`config.mk`:
```
export PLATFORM = sky130hd
export DESIGN_NAME = decimal_length_prefix_deframer
export DESIGN_NICKNAME = d
export VERILOG_FILES = /design/src/sv/dlpd_pkg.sv /design/src/sv/decimal_length_prefix_deframer.sv
export VERILOG_INCLUDE_DIRS = /design/src /design/src/sv
export SDC_FILE = /design/constraint.sdc
export NUM_CORES = 1
export LEC_CHECK = 0
export BUFFER_PORTS_ARGS = -buffer_cell sky130_fd_sc_hd__buf_4
export CORE_UTILIZATION = 31
export DETAILED_ROUTE_END_ITERATION = 10
export SYNTH_ARGS = -nofsm -noshare
export SYNTH_HDL_FRONTEND = slang
export SYNTH_SLANG_ARGS = --single-unit
export TNS_END_PERCENT = 100
```
`constraint.sdc`:
```
create_clock -name clk -period 5.1 [get_ports clk]
set_clock_uncertainty 0.15 [all_clocks]
set_input_delay 1.53 -clock clk [delete_from_list [all_inputs] [get_ports clk]]
set_output_delay 1.53 -clock clk [all_outputs]
set_load 0.05 [all_outputs]
```
`src/sv/decimal_length_prefix_deframer_macros.svh`:
```
// Assertion macros for the decimal length-prefix deframer.
// Depends on nothing; included by the top level only.
`ifndef DECIMAL_LENGTH_PREFIX_DEFRAMER_MACROS_SVH
`define DECIMAL_LENGTH_PREFIX_DEFRAMER_MACROS_SVH

// Same-cycle implication, disabled while reset is asserted.
`define DLPD_ASSERT_NOW(label, clk, rst_n, ante, cons, msg) \
    label: assert property (@(posedge clk) disable iff (!rst_n) (ante) |-> (cons)) \
        else $error(msg);

// Next-cycle implication, disabled while reset is asserted.
`define DLPD_ASSERT_NEXT(label, clk, rst_n, ante, cons, msg) \
    label: assert property (@(posedge clk) disable iff (!rst_n) (ante) |=> (cons)) \
        else $error(msg);

`endif

```
`src/sv/dlpd_pkg.sv`:
```
// Types and constants for the decimal length-prefix deframer.
// Depends on nothing.
package dlpd_pkg;

    localparam int BYTE_W = 8;
    localparam int LEN_W  = 14;
    localparam int PROD_W = LEN_W + 4;   // room for length * 10 + 9

    localparam logic [LEN_W-1:0]  LEN_MAX   = 14'd16383;
    localparam logic [BYTE_W-1:0] CHAR_ZERO = 8'h30;
    localparam logic [BYTE_W-1:0] CHAR_NINE = 8'h39;

    typedef enum logic [1:0] {
        KIND_BODY  = 2'd0,
        KIND_EMPTY = 2'd1,
        KIND_ERROR = 2'd2
    } kind_t;

endpackage

```
`src/sv/decimal_length_prefix_deframer.sv`:
```
// Top level of the decimal length-prefix deframer.
// Depends on dlpd_pkg and decimal_length_prefix_deframer_macros.svh.
//
// The block takes one stream byte per transfer and splits the stream into
// frames: HEADER_DIGITS ASCII decimal digits, most significant first, give
// the body length, and that many body bytes follow. Each body byte leaves as
// one result transfer of kind body, with packet_end set on the final one. A
// header that reads zero gives one empty-packet result on its final digit.
// Header bytes other than the final one give no result. A non-digit anywhere
// in a header turns the final header byte into a header-error result, and
// from then on every byte gives a header-error result until reset. Lengths
// above 16383 (only possible with more than four digits) saturate at 16383.
// Rate: one byte per clock cycle while in_stall is low. The whole per-byte
// update (a digit check, a multiply by ten done as two shifts and an add, and
// the body countdown) is combinational between the input port and the result
// register, so the result of a byte appears in the cycle after its transfer.
// in_stall rises only while the result register is full and out_stall holds
// it; a byte that gives no result still waits for that register to drain.
module decimal_length_prefix_deframer #(
    parameter int HEADER_DIGITS = 4
) (
    input  logic                        clk,
    input  logic                        rst_n,
    input  logic                        in_valid,
    output logic                        in_stall,
    input  logic [dlpd_pkg::BYTE_W-1:0] in_byte,
    output logic                        out_valid,
    input  logic                        out_stall,
    output logic [1:0]                  result_kind,
    output logic [dlpd_pkg::BYTE_W-1:0] body_byte,
    output logic                        packet_end
);

`include "decimal_length_prefix_deframer_macros.svh"

    localparam int DIG_W = $clog2(HEADER_DIGITS + 1);
    localparam logic [DIG_W-1:0] DIGITS_INIT = DIG_W'(HEADER_DIGITS);

    // Frame state
    logic                        in_body_reg,      in_body_next;
    logic [DIG_W-1:0]            digits_left_reg,  digits_left_next;
    logic [dlpd_pkg::LEN_W-1:0]  length_accum_reg, length_accum_next;
    logic                        bad_digit_reg,    bad_digit_next;
    logic [dlpd_pkg::LEN_W-1:0]  body_left_reg,    body_left_next;
    logic                        sticky_error_reg, sticky_error_next;

    // Result register
    logic                        out_valid_reg,    out_valid_next;
    dlpd_pkg::kind_t             kind_reg,         kind_next;
    logic [dlpd_pkg::BYTE_W-1:0] body_byte_reg,    body_byte_next;
    logic                        packet_end_reg,   packet_end_next;

    logic                        in_fire;
    logic                        out_fire;
    logic                        emit;
    logic                        is_digit;
    logic [3:0]                  digit_val;
    logic [dlpd_pkg::PROD_W-1:0] accum_sum;
    logic [dlpd_pkg::LEN_W-1:0]  accum_sat;
    logic [dlpd_pkg::LEN_W-1:0]  body_dec;
    logic [DIG_W-1:0]            digits_dec;

    // Hold input while a result waits downstream.
    assign in_stall = out_valid_reg && out_stall;
    assign in_fire  = in_valid && !in_stall;
    assign out_fire = out_valid_reg && !out_stall;

    assign out_valid   = out_valid_reg;
    assign result_kind = kind_reg;
    assign body_byte   = body_byte_reg;
    assign packet_end  = packet_end_reg;

    // Digit check and length * 10 + digit, saturated.
    assign is_digit  = (in_byte >= dlpd_pkg::CHAR_ZERO) && (in_byte <= dlpd_pkg::CHAR_NINE);
    assign digit_val = 4'(in_byte - dlpd_pkg::CHAR_ZERO);
    assign accum_sum = ({4'b0, length_accum_reg} << 3)
                     + ({4'b0, length_accum_reg} << 1)
                     + {{(dlpd_pkg::PROD_W - 4){1'b0}}, digit_val};
    assign accum_sat = (accum_sum > {4'b0, dlpd_pkg::LEN_MAX})
                     ? dlpd_pkg::LEN_MAX : accum_sum[dlpd_pkg::LEN_W-1:0];

    assign body_dec   = (body_left_reg != '0) ? body_left_reg - 1'b1 : body_left_reg;
    assign digits_dec = (digits_left_reg != '0) ? digits_left_reg - 1'b1 : digits_left_reg;

    always_comb
    begin
        in_body_next      = in_body_reg;
        digits_left_next  = digits_left_reg;
        length_accum_next = length_accum_reg;
        bad_digit_next    = bad_digit_reg;
        body_left_next    = body_left_reg;
        sticky_error_next = sticky_error_reg;
        emit              = 1'b0;
        kind_next         = dlpd_pkg::KIND_ERROR;
        body_byte_next    = '0;
        packet_end_next   = 1'b0;

        if (in_fire)
        begin
            priority if (sticky_error_reg)
            begin
                // Stay in error: every byte reports it.
                emit = 1'b1;
            end
            else if (in_body_reg)
            begin
                emit            = 1'b1;
                kind_next       = dlpd_pkg::KIND_BODY;
                body_byte_next  = in_byte;
                packet_end_next = (body_left_reg <= dlpd_pkg::LEN_W'(1));
                body_left_next  = body_dec;
                if (body_dec == '0)
                begin
                    in_body_next      = 1'b0;
                    digits_left_next  = DIGITS_INIT;
                    length_accum_next = '0;
                    bad_digit_next    = 1'b0;
                end
            end
            else
            begin
                // Header byte: mark bad digits, fold good ones into the length.
                if (is_digit)
                    length_accum_next = accum_sat;
                else
                    bad_digit_next = 1'b1;
                digits_left_next = digits_dec;

                if (digits_dec == '0)
                begin
                    priority if (bad_digit_next)
                    begin
                        sticky_error_next = 1'b1;
                        emit              = 1'b1;
                    end
                    else if (length_accum_next == '0)
                    begin
                        // Empty packet: restart the header at once.
                        emit              = 1'b1;
                        kind_next         = dlpd_pkg::KIND_EMPTY;
                        packet_end_next   = 1'b1;
                        digits_left_next  = DIGITS_INIT;
                        length_accum_next = '0;
                        bad_digit_next    = 1'b0;
                    end
                    else
                    begin
                        body_left_next    = length_accum_next;
                        in_body_next      = 1'b1;
                        digits_left_next  = DIGITS_INIT;
                        length_accum_next = '0;
                    end
                end
            end
        end

        // Load a new result, or drop the old one once it is taken.
        if (emit)
            out_valid_next = 1'b1;
        else if (out_fire)
            out_valid_next = 1'b0;
        else
            out_valid_next = out_valid_reg;
    end

    always_ff @(posedge clk or negedge rst_n)
    begin
        if (!rst_n)
        begin
            in_body_reg      <= 1'b0;
            digits_left_reg  <= DIGITS_INIT;
            length_accum_reg <= '0;
            bad_digit_reg    <= 1'b0;
            body_left_reg    <= '0;
            sticky_error_reg <= 1'b0;
            out_valid_reg    <= 1'b0;
        end
        else
        begin
            in_body_reg      <= in_body_next;
            digits_left_reg  <= digits_left_next;
            length_accum_reg <= length_accum_next;
            bad_digit_reg    <= bad_digit_next;
            body_left_reg    <= body_left_next;
            sticky_error_reg <= sticky_error_next;
            out_valid_reg    <= out_valid_next;
        end
    end

    // Result payload: loaded only with a new result.
    always_ff @(posedge clk)
    begin
        if (emit)
        begin
            kind_reg       <= kind_next;
            body_byte_reg  <= body_byte_next;
            packet_end_reg <= packet_end_next;
        end
    end

    // Assertions
    `DLPD_ASSERT_NEXT(a_sticky_holds, clk, rst_n, sticky_error_reg, sticky_error_reg,
        "sticky error cleared without reset")
    `DLPD_ASSERT_NOW(a_body_nonzero, clk, rst_n, in_body_reg, body_left_reg != '0,
        "body state with no bytes left")
    `DLPD_ASSERT_NOW(a_header_count, clk, rst_n, !in_body_reg && !sticky_error_reg,
        digits_left_reg != '0,
        "header collection with no digits left")
    `DLPD_ASSERT_NOW(a_empty_ends, clk, rst_n,
        out_valid_reg && kind_reg == dlpd_pkg::KIND_EMPTY,
        packet_end_reg && body_byte_reg == '0,
        "empty packet without packet end")

endmodule

```
==> results.toml <==
[run_status]
outcome = "finished with violations"
violations = "DRC"

[synth]
synth_cell_types = 69
synth-simple-area-share_pct = 21.8
synth_area_um2 = 3710
syn_nets = 463
ys_ff_latch = 46
synth_mux_area_share_pct = 3.98
synth-edff-count = 11
synth_compound_area_share_pct = 22.6
synth-main-ff-cell = "dfrtp_1"
yosysSeqAreaShare_pct = 32.6
synth-xor-area-share_pct = 3.54
synth-async-reset-ratio_pct = 76.1
yosys.area_share.adder_pct = 11.5
synth_top_family_by_area = "compound AO/OA/AOI/OAI gates"
ys_warn_count = 0
syn_inst = 418
avgSynthCellArea_um2 = 8.87

[die]
fp-row-count = 39
dieArea_um2 = 12400
initial_utilization_pct = 32.2
chipHeight_um = 111
core_region_area_um2 = 11500
dieWidth_um = 111
ios = 25

[routing]
wl_per_cell_um = 16.6
route.detailed.drc = 2
dr.pass1.iters = 7
drtIter0Drc = 275
num_vias = 3346
drt-total-wl_um = 9950
detail_route.vias_per_cell = 5.58
ant_nets = 0

[cts]
cts_root_buf = "clkbuf_16"
clockBufferDepth = 2
cts.clk_slew.worst_paths_ns = 0.06
clock-sinks = 46
insertion_delay_ns = 0.28
cts.htree.levels = 2
cts_tree = "yes"
numCtsBuffers = 5
ctsHoldBuffers = 0

[global_routing]
grt_overflow = 0
grt_pass1_wl_um = 17000
antenna_found_initial = 0
grt_pass1_vias = 3266
grt_max_degree = 36
track_usage_pct = 16.8

[critical_path]
path_class = "input port to flop"
crit_arrival_ns = 5.02
cp-start-kind = "input port"
cp-end-kind = "flop"
r2r_slack_ns = 0.98
cp.required_ns = 5.12
crit_path_max_fanout = 12

[timing]
fin_crit_ns = 5.01
maxSlewViolCount = 0
tightest_slew_ns = 0.892
maxSlewHeadroom_pct = 40.3
worst_hold_slack_ns = 0.378
finalHoldViolations = 0
finalSetupViolations = 0
min_period_over_period_pct = 98.2
fmax_ghz = 0.200

[layout]
drive_above_1_share_pct = 17.7
num_antenna_cells = 0
nets = 501
syn2layout_area_growth_pct = 17.6
fill_cells = 1156

[power_and_ir_drop]
powerDensity_nw_per_um2 = 511
intPower_mw = 1.21
p_clk_share_pct = 13.9
netSwitchingPower_mw = 1.02
switching_share_pct = 45.8
comb_power_share_pct = 59.7
pwr-share-seq_pct = 26.4
peakVddDrop_uv = 185
power_mw = 2.23
p_leak_nw = 1.96

[placement]
place.detailed.hpwl_um = 7670
place.gp.congestion = 0.890
port_buffers = 24

[job]
maxCapViolCount = 0

[worst_hold_path]
hp-class = "flop to flop"
==> layer usage <==
metal	up-vias	global-route usage [%]	part of all wire [%]
met5	-	0	0
met4	0	5.14	1.6
met3	16	2.07	3.2
met2	69	27.9	49
met1	1639	22.8	47
li1	1622	-	-
==> worst max-delay path, cell delays in order <==
cell	delay (ns)
buf_4	0.12
fa_1	0.56
inv_1	0.06
fa_1	0.45
nor2b_2	0.17
o211ai_2	0.12
a31oi_4	0.22
a31oi_1	0.12
mux2_2	0.29
buf_4	0.14
a211oi_4	0.24
a31o_2	0.20
a31oi_1	0.13
o21a_2	0.32
mux2_1	0.34
==> layout make-up <==
type | instances | area [um2] | area share (%)
well taps | 143 | 179 | 4.10
clock inverters | 2 | 8.76 | 0.201
repair buffers | 49 | 384 | 8.81
flip-flops and latches | 46 | 1210 | 27.7
multi-input cells | 337 | 2390 | 54.8
clock buffers | 6 | 129 | 2.96
inverters | 17 | 63.8 | 1.46
==> timing repair <==
action	4_1_cts	5_1_grt
endpoints found under the setup margin	0	23
setup buffers	0	1
gates resized for setup	0	4
==> kinds of logic after synthesis <==
kind of cell,count (synthesis)
buf+inv,35
fa+ha+maj,33
mux,14
simple gates,161
flops,46
xor+xnor,15
compound gates,114
==> Yosys cell counts, types with 3 or more instances <==
master / number / area share [%]
nor2_1: 43 / 4.4
nand2_1: 38 / 3.8
dfrtp_1: 34 / 23
ha_1: 31 / 10
o21ai_0: 25 / 3.4
inv_1: 17 / 1.7
a21oi_1: 16 / 2.2
nand3_1: 16 / 2.2
a22o_1: 12 / 2.8
and3_1: 12 / 2.0
nor3_1: 12 / 1.6
edfxtp_1: 11 / 8.9
xnor2_1: 11 / 2.6
clkbuf_1: 10 / 1.0
nand2b_1: 10 / 1.7
mux2i_1: 8 / 2.2
a31oi_1: 7 / 1.2
a21o_1: 6 / 1.2
o21a_1: 6 / 1.2
buf_2: 5 / 0.67
o221ai_1: 5 / 1.2
mux2_2: 4 / 1.2
nand4_1: 4 / 0.67
nor2b_1: 4 / 0.67
o22ai_1: 4 / 0.67
xor2_1: 4 / 0.94
a211oi_1: 3 / 0.61
nor4_1: 3 / 0.51
o211ai_1: 3 / 0.61
o221a_1: 3 / 0.91
or3_1: 3 / 0.51
or4_1: 3 / 0.61
==> final timing paths <==
| check | start | cells after the start | to |
|---|---|---|---|
| max | in_byte[3] | 15 | body_left_reg[5] |
| min | bad_digit_reg | 2 | bad_digit_reg |
| max reg2reg | length_accum_reg[0] | 14 | body_left_reg[5] |
| min reg2reg | bad_digit_reg | 2 | bad_digit_reg |
| max in group asynchronous | rst_n | 1 | digits_left_reg[2] |
| min in group asynchronous | rst_n | 1 | body_left_reg[2] |
==> placed cells by master, fill, tap and decap left out, types with 3 or more instances in the layout <==
| cell | netlist | final |
|---|---|---|
| a31oi_1 | 7 | 7 |
| mux2_2 | 4 | 4 |
| or4_1 | 3 | 3 |
| nand2_1 | 38 | 38 |
| o221ai_1 | 5 | 5 |
| and3_1 | 12 | 12 |
| mux2i_1 | 8 | 8 |
| o221a_1 | 3 | 3 |
| nor3_1 | 12 | 11 |
| nor2b_1 | 4 | 4 |
| a21oi_1 | 16 | 16 |
| nand2b_1 | 10 | 10 |
| clkbuf_16 | 0 | 5 |
| nor2_1 | 43 | 43 |
| o21a_1 | 6 | 6 |
| nor4_1 | 3 | 3 |
| inv_1 | 17 | 17 |
| a21o_1 | 6 | 6 |
| buf_4 | 0 | 47 |
| or3_1 | 3 | 3 |
| nand3_1 | 16 | 16 |
| ha_1 | 31 | 31 |
| o21ai_0 | 25 | 25 |
| xor2_1 | 4 | 4 |
| dfrtp_1 | 34 | 34 |
| o22ai_1 | 4 | 3 |
| edfxtp_1 | 11 | 11 |
| o211ai_1 | 3 | 3 |
| nand4_1 | 4 | 4 |
| xnor2_1 | 11 | 11 |
| a22o_1 | 12 | 12 |
==> power groups by stage <==
stage | clock network (mW) | registers, mW | logic [mW]
floorplan | 0 | 0.615 | 0.869
global placement | 0 | 0.590 | 1.27
detailed placement | 0 | 0.595 | 1.29
CTS | 0.316 | 0.588 | 1.30
global route | 0.337 | 0.601 | 1.47
finish | 0.311 | 0.589 | 1.33
==> per-stage QoR <==
stage | worst slack [ns] | util [%] | setup TNS [ns] | std cells | instance area (um2)
global placement | -0.166 | 36.4 | -3.19 | 591 | 4200
detailed placement | -0.276 | 36.4 | -5.67 | 591 | 4200
CTS | 0.0108 | 37.6 | 0 | 599 | 4330
finish | 0.0929 | 37.9 | 0 | 600 | 4360
floorplan | 0.00334 | - | 0 | 418 | 3720
global route | -0.0224 | 37.9 | -0.323 | 600 | 4360
(Power assumes the default switching activity.)
